## src/design/alist_pkg.sv

```systemverilog
// Shared types for the array list block: operation and status codes and
// the one-hot controller states. No dependencies.
`default_nettype none

package alist_pkg;

  typedef enum logic [1:0] {
    OP_GET    = 2'd0,
    OP_INSERT = 2'd1,
    OP_ERASE  = 2'd2,
    OP_FIND   = 2'd3
  } op_e;

  typedef enum logic [1:0] {
    ST_OK       = 2'd0,
    ST_BADPOS   = 2'd1,
    ST_FULL     = 2'd2,
    ST_NOTFOUND = 2'd3
  } status_e;

  typedef enum logic [2:0] {
    S_IDLE = 3'b001,
    S_RUN  = 3'b010,
    S_DONE = 3'b100
  } state_e;

endpackage

`default_nettype wire

```

## src/design/array_list_insert_erase_find_top.sv

```systemverilog
// Positional array list held in one slot memory (one read, one write port).
// Rejected items and inserts at the end skip the shift and scan loops. The
// shift and scan loops move one entry per cycle through the single memory
// read port. Reset clears the count, the controller state, the read-valid
// flag and the output valid; the slot memory is not cleared, since only
// entries below the count are ever read. Uses alist_pkg.
`default_nettype none

module array_list_insert_erase_find_top #(
  parameter int unsigned CAPACITY   = 64,
  parameter int unsigned DATA_WIDTH = 32,
  localparam int unsigned IW = $clog2(CAPACITY),
  localparam int unsigned CW = $clog2(CAPACITY + 1)
) (
  input  wire logic                  clk_i,
  input  wire logic                  rst_ni,
  input  wire logic                  in_valid_i,
  output logic                       in_ready_o,
  input  wire alist_pkg::op_e        operation_i,
  input  wire logic [IW-1:0]         position_i,
  input  wire logic [DATA_WIDTH-1:0] value_i,
  output logic                       out_valid_o,
  input  wire logic                  out_ready_i,
  output alist_pkg::status_e         status_o,
  output logic [DATA_WIDTH-1:0]      data_out_o,
  output logic [IW-1:0]              found_index_o,
  output logic [CW-1:0]              count_o
);
  import alist_pkg::*;

  localparam logic [CW-1:0] CapCount = CW'(CAPACITY);

  // Slot memory and its registered read port.
  logic [DATA_WIDTH-1:0] slots_q [CAPACITY];
  logic [DATA_WIDTH-1:0] rdata_q;
  logic                  rd_en, wr_en;
  logic [IW-1:0]         rd_addr, wr_addr;
  logic [DATA_WIDTH-1:0] wr_data;
  logic                  rd_vld_q;
  logic [IW-1:0]         rd_idx_q;

  state_e                state_q, state_d;
  op_e                   op_q, op_d;
  logic [IW-1:0]         tgt_q, tgt_d;
  logic [DATA_WIDTH-1:0] val_q, val_d;
  logic [CW-1:0]         cnt_q, cnt_d;
  logic [IW-1:0]         ptr_q, ptr_d;
  logic                  more_q, more_d;

  status_e               res_status_q, res_status_d;
  logic [DATA_WIDTH-1:0] res_data_q, res_data_d;
  logic [IW-1:0]         res_found_q, res_found_d;

  logic                  out_free, move, idle_like, in_fire;
  logic [CW-1:0]         pos_ext, cnt_m1;

  assign out_free   = !out_valid_o || out_ready_i;
  assign move       = (state_q == S_DONE) && out_free;
  assign idle_like  = (state_q == S_IDLE) || move;
  assign in_ready_o = idle_like;
  assign in_fire    = in_valid_i && idle_like;
  assign pos_ext    = CW'(position_i);
  assign cnt_m1     = cnt_q - CW'(1);

  always_comb begin
    state_d      = state_q;
    op_d         = op_q;
    tgt_d        = tgt_q;
    val_d        = val_q;
    cnt_d        = cnt_q;
    ptr_d        = ptr_q;
    more_d       = more_q;
    res_status_d = res_status_q;
    res_data_d   = res_data_q;
    res_found_d  = res_found_q;
    rd_en        = 1'b0;
    rd_addr      = ptr_q;
    wr_en        = 1'b0;
    wr_addr      = tgt_q;
    wr_data      = val_q;

    if (move) begin
      state_d = S_IDLE;
    end

    if (in_fire) begin
      op_d         = operation_i;
      tgt_d        = position_i;
      val_d        = value_i;
      res_data_d   = '0;
      res_found_d  = '0;
      res_status_d = ST_OK;
      more_d       = 1'b0;
      ptr_d        = position_i + IW'(1);
      case (operation_i)
        OP_GET, OP_ERASE: begin
          if (pos_ext >= cnt_q) begin
            res_status_d = ST_BADPOS;
            state_d      = S_DONE;
          end else begin
            rd_en   = 1'b1;
            rd_addr = position_i;
            more_d  = (operation_i == OP_ERASE) && (pos_ext + CW'(1) < cnt_q);
            state_d = S_RUN;
          end
        end
        OP_INSERT: begin
          if (pos_ext > cnt_q) begin
            res_status_d = ST_BADPOS;
            state_d      = S_DONE;
          end else if (cnt_q == CapCount) begin
            res_status_d = ST_FULL;
            state_d      = S_DONE;
          end else if (pos_ext == cnt_q) begin
            // Appending needs no shift: write the value straight away.
            wr_en   = 1'b1;
            wr_addr = position_i;
            wr_data = value_i;
            cnt_d   = cnt_q + CW'(1);
            state_d = S_DONE;
          end else begin
            rd_en   = 1'b1;
            rd_addr = cnt_m1[IW-1:0];
            ptr_d   = cnt_m1[IW-1:0] - IW'(1);
            more_d  = cnt_m1 > pos_ext;
            state_d = S_RUN;
          end
        end
        OP_FIND: begin
          if (pos_ext > cnt_q) begin
            res_status_d = ST_BADPOS;
            state_d      = S_DONE;
          end else if (pos_ext == cnt_q) begin
            res_status_d = ST_NOTFOUND;
            state_d      = S_DONE;
          end else begin
            rd_en   = 1'b1;
            rd_addr = position_i;
            more_d  = pos_ext + CW'(1) < cnt_q;
            state_d = S_RUN;
          end
        end
        default: begin
          state_d = S_DONE;
        end
      endcase
    end

    if (state_q == S_RUN) begin
      // Keep one read in flight; the data of the previous read is handled below.
      rd_en   = more_q;
      rd_addr = ptr_q;
      if (more_q) begin
        if (op_q == OP_INSERT) begin
          ptr_d  = ptr_q - IW'(1);
          more_d = ptr_q != tgt_q;
        end else begin
          ptr_d  = ptr_q + IW'(1);
          more_d = CW'(ptr_q) + CW'(1) < cnt_q;
        end
      end
      case (op_q)
        OP_GET: begin
          res_status_d = ST_OK;
          res_data_d   = rdata_q;
          state_d      = S_DONE;
        end
        OP_INSERT: begin
          wr_en = 1'b1;
          if (rd_vld_q) begin
            wr_addr = rd_idx_q + IW'(1);
            wr_data = rdata_q;
          end else begin
            // Shift has drained: place the new value at its position.
            wr_addr      = tgt_q;
            wr_data      = val_q;
            cnt_d        = cnt_q + CW'(1);
            res_status_d = ST_OK;
            state_d      = S_DONE;
          end
        end
        OP_ERASE: begin
          if (rd_vld_q) begin
            if (rd_idx_q == tgt_q) begin
              res_data_d = rdata_q;
            end else begin
              wr_en   = 1'b1;
              wr_addr = rd_idx_q - IW'(1);
              wr_data = rdata_q;
            end
            if (!more_q) begin
              cnt_d        = cnt_m1;
              res_status_d = ST_OK;
              state_d      = S_DONE;
            end
          end
        end
        OP_FIND: begin
          if (rd_vld_q) begin
            if (rdata_q == val_q) begin
              res_status_d = ST_OK;
              res_found_d  = rd_idx_q;
              state_d      = S_DONE;
            end else if (!more_q) begin
              res_status_d = ST_NOTFOUND;
              state_d      = S_DONE;
            end
          end
        end
        default: begin
          state_d = S_DONE;
        end
      endcase
    end
  end

  always_ff @(posedge clk_i) begin
    if (wr_en) begin
      slots_q[wr_addr] <= wr_data;
    end
    if (rd_en) begin
      rdata_q  <= slots_q[rd_addr];
      rd_idx_q <= rd_addr;
    end
  end

  always_ff @(posedge clk_i or negedge rst_ni) begin
    if (!rst_ni) begin
      state_q     <= S_IDLE;
      cnt_q       <= '0;
      more_q      <= 1'b0;
      rd_vld_q    <= 1'b0;
      out_valid_o <= 1'b0;
    end else begin
      state_q  <= state_d;
      cnt_q    <= cnt_d;
      more_q   <= more_d;
      rd_vld_q <= rd_en;
      if (move) begin
        out_valid_o <= 1'b1;
      end else if (out_ready_i) begin
        out_valid_o <= 1'b0;
      end
    end
  end

  always_ff @(posedge clk_i) begin
    op_q         <= op_d;
    tgt_q        <= tgt_d;
    val_q        <= val_d;
    ptr_q        <= ptr_d;
    res_status_q <= res_status_d;
    res_data_q   <= res_data_d;
    res_found_q  <= res_found_d;
    if (move) begin
      status_o      <= res_status_q;
      data_out_o    <= res_data_q;
      found_index_o <= res_found_q;
      count_o       <= cnt_q;
    end
  end

  a_cnt_cap: assert property (@(posedge clk_i) disable iff (!rst_ni)
    cnt_q <= CapCount)
    else $error("count exceeds capacity");

  a_no_overlap: assert property (@(posedge clk_i) disable iff (!rst_ni)
    (rd_en && wr_en) |-> (rd_addr != wr_addr))
    else $error("read and write hit the same slot in one cycle");

  a_accept_busy: assert property (@(posedge clk_i) disable iff (!rst_ni)
    in_fire |=> (state_q != S_IDLE))
    else $error("accepted item did not start");

  a_insert_room: assert property (@(posedge clk_i) disable iff (!rst_ni)
    (state_q == S_RUN && op_q == OP_INSERT) |-> (cnt_q < CapCount))
    else $error("insert shift running on a full list");

endmodule

`default_nettype wire
```

## config.mk

```make
export PLATFORM = sky130hd
export DESIGN_NAME = array_list_insert_erase_find_top
export DESIGN_NICKNAME = d
export VERILOG_FILES = /design/src/design/alist_pkg.sv /design/src/design/array_list_insert_erase_find_top.sv
export SDC_FILE = /design/constraint.sdc
export NUM_CORES = 2
export LEC_CHECK = 0
export ABC_CLOCK_PERIOD_IN_PS = 7900
export BUFFER_PORTS_ARGS = -buffer_cell sky130_fd_sc_hd__buf_2
export CAP_MARGIN = 20
export CELL_PAD_IN_SITES_DETAIL_PLACEMENT = 0
export CELL_PAD_IN_SITES_GLOBAL_PLACEMENT = 1
export CORE_AREA = 2 2 431 433
export DETAILED_ROUTE_END_ITERATION = 10
export DIE_AREA = 0 0 433 435
export GPL_TIMING_DRIVEN = 0
export PLACE_DENSITY_LB_ADDON = 0.1
export REMOVE_ABC_BUFFERS = 1
export SYNTH_ARGS = -nofsm -noshare
export SYNTH_HDL_FRONTEND = slang
export SYNTH_SLANG_ARGS = --single-unit
```

## constraint.sdc

```tcl
create_clock -name clk_i -period 7.9 [get_ports clk_i]
set_input_delay 0.395 -clock clk_i [delete_from_list [all_inputs] [get_ports clk_i]]
set_output_delay 0.395 -clock clk_i [all_outputs]
set_load 0.02 [all_outputs]
```

**Yosys cells after proc, flatten, opt, wreduce, memory -nomap -nowiden**

Memories as Yosys holds them, arrays and structs flattened. A register that Yosys moved wholly into a read port is not among the register bits.
Cells that the tools add are included.

- Multiply operators: 0
- Shift-type cells: 0
- Reductions and logical operators: 10
- Divide/modulo/power cells: 0
- Multiplexer cells: 119
- $lt $le $gt $ge: 5
- Bitwise logic cells: 0
- Add/subtract/negate cells: 10
- Eq/ne operators: 14

Operators by type and width:

| kind | number |
|---|---|
| $mux 32 | 13 |
| $mux 6 | 30 |
| $pmux 32 s2 | 2 |
| $mux 7 | 9 |
| $mux 3 | 13 |
| $eq 32x32->1 | 1 |
| $mux 1 | 30 |
| $mux 2 | 12 |
| $add 6x1->6 const B | 3 |
| $pmux 6 s3 | 1 |
| $sub 6x1->6 const B | 3 |
| $add 6x1->7 const B | 2 |
| $lt 7x7->1 | 2 |
| $pmux 7 s2 | 1 |
| $pmux 3 s4 | 1 |
| $pmux 6 s2 | 1 |
| $pmux 3 s3 | 1 |
| $eq 2x2->1 const B | 4 |
| $pmux 2 s4 | 1 |
| $add 7x1->7 const B | 1 |
| $eq 6x7->1 | 1 |
| $eq 7x7->1 const B | 1 |
| $ge 6x7->1 | 1 |
| $gt 6x7->1 | 1 |
| 17 further kinds | 23 |

- Memories kept: 1
- Register bits after elaboration: 152
- Memory bits (writable): 2,048
- Latch bits: 0
- Logic and storage cells: 176
- Memory bits (read-only): 0
- Output and inout port bits: 49

Memories:

| memory | depth | width | rd ports | clocked after memory_dff | write ports | line | source |
|---|---|---|---|---|---|---|---|
| slots_q | 64 | 32 | 1 | 1 | 1 | array_list_insert_erase_find_top.sv:34 | `logic [DATA_WIDTH-1:0] slots_q [CAPACITY];` |

**Longest topological paths before layout**

- Depth in word-level cells: 12
- Depth in mapped cells: 19

**Worst setup path before layout**

Ideal clock, no wire load.

- Path kind: flip-flop to flip-flop
- Start: register cnt_q[5]
- End: memory slots_q[22][0], enable pin
- Library setup time: 0.461 ns
- Required time: 7.439 ns
- Setup slack: 2.162 ns
- Path buffers: 2
- Data arrival time: 5.277 ns
- Cell stages (with the launch flop): 14
- Path through: dfrtp_1 > clkinv_1 > ha_1 > and4b_1 > nand4_1 > nor4_1 > buf_2 > mux2i_1 > o22ai_1 > nand2_1 > o221ai_1 > buf_2 > nand2_1 > nor3_1

- Cells in the longest elaborated chain, start to end: 12
- Elaborated cells between the ends (all ways): 23
- Those cells by class: 1 x order compare; 2 x eq/ne; 20 x mux

RTL lines:

| what | line | source |
|---|---|---|
| start: declaration | array_list_insert_erase_find_top.sv:46 | `logic [CW-1:0] cnt_q, cnt_d;` |
| start signal: assignment | array_list_insert_erase_find_top.sv:236 | `cnt_q <= cnt_d;` |
| parallel branches: the longest is 12 deep, another holds $gt 6x7->1 | - |  |
| end: declaration | array_list_insert_erase_find_top.sv:34 |  |

Several ways; the timed one is not identified.

**Final worst setup path**

- Start: register cnt_q[5]
- End: register rdata_q[7], read port of slots_q (data pin)

- Cells in the longest elaborated chain, start to end: 7
- Elaborated cells between the ends (all ways): 22
- Those cells by class: 1 x add/sub; 2 x order compare; 2 x eq/ne; 17 x mux

RTL lines:

| what | line | source |
|---|---|---|
| $sub 7x1->7 or $eq 6x7->1 (tied branches) | array_list_insert_erase_find_top.sv:63, array_list_insert_erase_find_top.sv:114, array_list_insert_erase_find_top.sv:133 |  |
| $mux 6 | array_list_insert_erase_find_top.sv:114 | `end else if (pos_ext == cnt_q) begin` |
| $mux 6 | array_list_insert_erase_find_top.sv:111 | `end else if (cnt_q == CapCount) begin` |
| $mux 6 | array_list_insert_erase_find_top.sv:108 | `if (pos_ext > cnt_q) begin` |
| $pmux 6 s3 (*) | array_list_insert_erase_find_top.sv:95 | `case (operation_i)` |
| $mux 6 (*) | array_list_insert_erase_find_top.sv:86 | `if (in_fire) begin` |
| $mux 6 (*) | array_list_insert_erase_find_top.sv:149 | `if (state_q == S_RUN) begin` |
| via rd_addr[5] | array_list_insert_erase_find_top.sv:37 | `logic [IW-1:0] rd_addr, wr_addr;` |
| end: declaration | array_list_insert_erase_find_top.sv:35 | `logic [DATA_WIDTH-1:0] rdata_q;` |

The timed path passes the listed nets; every way through them passes the cells marked *.
A chain may end at the register's enable or synchronous reset.

==> reports/results.txt <==
Hold Startpoint = in_valid_i
#FFs+latches synth = 2,232
Post-synth top flop = edfxtp_1
Post-Syn Area per Cell = 18.9 sq um
Inserted Clock Buffers = 223
Core Area = 184,000 sq um
WL/cell = 32.6 um
FF-to-FF End = rdata_q[7]
clock skew = 65.7 ps
Reg2Reg Depth = 14
Layout area overhead = 17.4%
outcome = finished, final reports clean
clk buf depth = 3
Final min period = 7120 ps
Post-Route WL = 252,000 um
grt ovf = 0
crit-path max FO = 14
Syn Inst Count = 4,660
all-layer global routing usage = 0.268
Clock transition at path regs = 60 ps
post-route ant nets = 0
Hold Slack = 151 ps
IR drop worst, VDD = 0.262 mV
Vias = 47.5k
Final Hold Fails = 0
slowest CP cell = and2_1
M1 GR Usage = 0.389
Reg-to-Reg Start = cnt_q[5]
HP Class = primary input to register
critical path type = register to register
final net count = 5,159
sequential-to-total area share from yosys stat = 0.757
post-synth cell types = 78
met3 Use GR = 0.0397
cells along the critical path = clkinv_1, ha_1, and4b_1, o21ai_0, o21bai_1, or4_1, and2_1, clkinv_1, nand2_1, nor2_4, buf_16, a22oi_1, nand4_1, or2_1
# DRC = 0
final instance area = 103,000 sq um
CTS tree = done
routability cong. = 0.818
antenna violations before repair = 7
vias in the first global route = 46.8k
Max-slew headroom = 0.212
clock latency on the worst-skew pair = 880 ps
Ports = 93
Tot Pwr = 37.2 mW
Post-CTS Setup Repair Bufs = 0
Final Instance Count excl. Fillers = 7,740
layout cells sized above 1 = 0.235
Yosys warning total = 0
worst slew pin tran = 1170 ps
Final Util = 0.561
Max-Cap Viols = 0
clk sinks = 2,232
Die X = 433 um
Final Slew Violations = 0
Post-synth EDFFs = 2,173
placed insts = 7,281
dpl cell area = 95,800 sq um
unrepaired setup endpoints after global routing = false
Power Density = 361 nW/um^2
most used cell, CP = clkinv_1
CP max stage delay = 870 ps
crit path capture type = register
Cell Rows = 158
Iter 0 DRT Violations = 5,760
Starting Density = 0.478
setup violators final = 0
M2 GR Usage = 0.421
Startpoint Class = register
Reg2Reg Setup Slack = 780 ps
die area = 188,000 sq um
arrival time at the worst endpoint = 7720 ps
first-pass GRT wire length = 355,000 um
Hold Path Stages = 5
Netlist Area Pre-Place = 87,900 sq um
H-tree depth = 4
Hold Path End = cnt_q[2]
DRT Pass-1 Iters = 6
fmax = 140 MHz
largest net degree at the start of global routing = 106
final period utilization = 0.901
Post-DP HPWL = 164,000 um
global routing's busiest layer = met2
CP required = 8500 ps
Die Span Y = 435 um
Avg Vias per Cell = 6.13
Lkg Pwr = 32.9 nW
root buffer cell = clkbuf_16
asr flop ratio synth = 0.00582
PortBufs = 92
==> critical path: cells and delay by family (launching register included) <==
family | cells | cell delay [ps]
flops | 1 | 420
compound gates | 3 | 1110
fa+ha+maj | 1 | 420
simple gates | 7 | 3440
buf+inv | 3 | 1450
==> repair_timing <==
| item | 4_1_cts | 5_1_grt |
|---|---|---|
| endpoints found under the hold margin | 55 | 0 |
| hold buffers | 44 | 0 |
| gates resized for setup | 0 | 0 |
==> where the power goes <==
group	internal (mW)	total (mW)	switching, mW
clock	5.68	10.2	4.49
sequential	14.4	14.8	0.379
combinational	4.70	12.3	7.56
==> cell usage after synthesis, types with 4 or more instances <==
master	count	area, sq um
a211oi_1	12	90.1
a21o_1	7	52.6
a21oi_1	91	455
a221o_1	6	60.1
a221oi_1	10	87.6
a22o_1	32	280
a22oi_1	204	1530
a311oi_1	7	61.3
a31oi_1	16	100
a32oi_1	7	61.3
and2_1	6	37.5
and3_1	8	50.1
buf_1	27	101
buf_2	49	245
buf_4	21	158
buf_6	22	248
clkbuf_1	123	462
dfrtp_1	12	300
dfxtp_1	46	921
edfxtp_1	2173	65300
ha_1	44	551
inv_1	42	158
mux2_2	18	203
mux2i_1	142	1420
mux4_2	406	9140
nand2_1	374	1400
nand2b_1	13	81.3
nand3_1	130	651
nand4_1	72	450
nor2_1	143	537
nor2b_1	23	144
nor3_1	32	160
nor4_1	15	93.8
o211ai_1	24	180
o21a_1	4	30.0
o21ai_0	69	345
o21ai_1	4	20.0
o221ai_1	4	35.0
o22ai_1	54	338
o31ai_1	7	52.6
or2_1	24	150
or3_1	6	37.5
or4_1	5	37.5
xnor2_1	56	490
xor2_1	18	158
==> kinds of logic (layout without fill, tap and decap cells) <==
group	after synthesis	in the layout	synth area share
xor+xnor	74	74	0.00737
flops	2232	2232	0.757
other cells	0	15	0
simple gates	863	863	0.0448
buf+inv	291	876	0.0160
mux	566	566	0.123
fa+ha+maj	45	45	0.00649
compound gates	589	589	0.0462
==> per-stage QoR <==
stage | setup TNS [ps] | worst slack, ps
6_report | 0 | 782
5_1_grt | 0 | 473
4_1_cts | 0 | 715
3_5_place_dp | 0 | 602
3_3_place_gp | - | -42010
2_1_floorplan | -7422910 | -20770
==> worst max path at each step <==
stage                   to     startpoint  slack (ps)  cells after the start
5_1_grt        rdata_q[28]     state_q[0]         470                     13
3_5_place_dp   rdata_q[17]    out_ready_i         600                     15
2_1_floorplan  rdata_q[28]       cnt_q[0]      -20770                     11
4_1_cts        rdata_q[28]     state_q[0]         720                     13
3_3_place_gp   rdata_q[25]  position_i[0]      -42010                     13
6_report        rdata_q[7]       cnt_q[5]         780                     14
==> cells in the final DEF (no fill, tap or decap), types with 74 or more instances in the layout <==
cell | netlist | final
edfxtp_1 | 2173 | 2173
nor2_1 | 143 | 74
nand3_1 | 130 | 130
buf_2 | 49 | 92
buf_4 | 21 | 80
buf_12 | 0 | 95
nand2_1 | 374 | 373
a21oi_1 | 91 | 88
mux4_2 | 406 | 406
a22oi_1 | 204 | 204
mux2i_1 | 142 | 142
clkbuf_16 | 0 | 226
==> layer usage <==
layer | vias to the layer above | wire length [um]
met5 | - | 0
met4 | 0 | 7640
met3 | 309 | 17200
met2 | 1874 | 121000
met1 | 25400 | 107000
li1 | 19900 | -
==> registers in the layout, indices dropped and copies added, names as in the netlist, 2 cells and up <==
| name | cells |
|---|---|
| state_q | 3 |
| res_data_q | 32 |
| cnt_q | 7 |
| ptr_q | 6 |
| val_q | 32 |
| res_status_q | 2 |
| slots_q | 2048 |
| res_found_q | 6 |
| count_o | 7 |
| found_index_o | 6 |
| rd_idx_q | 6 |
| rdata_q | 32 |
| op_q | 2 |
| data_out_o | 32 |
| tgt_q | 6 |
| status_o | 2 |
==> layout make-up <==
cell class              count  area (sq um)
fillers                 14000         80900
inverters                  47           189
multi-input cells        2137         20800
clock buffers             274          5840
repair buffers            429          5560
well taps                2480          3100
diodes                     15          37.5
clock inverters           126          1080
flip-flops and latches   2232         66500
Note: power is estimated with default switching activity, not from simulation.
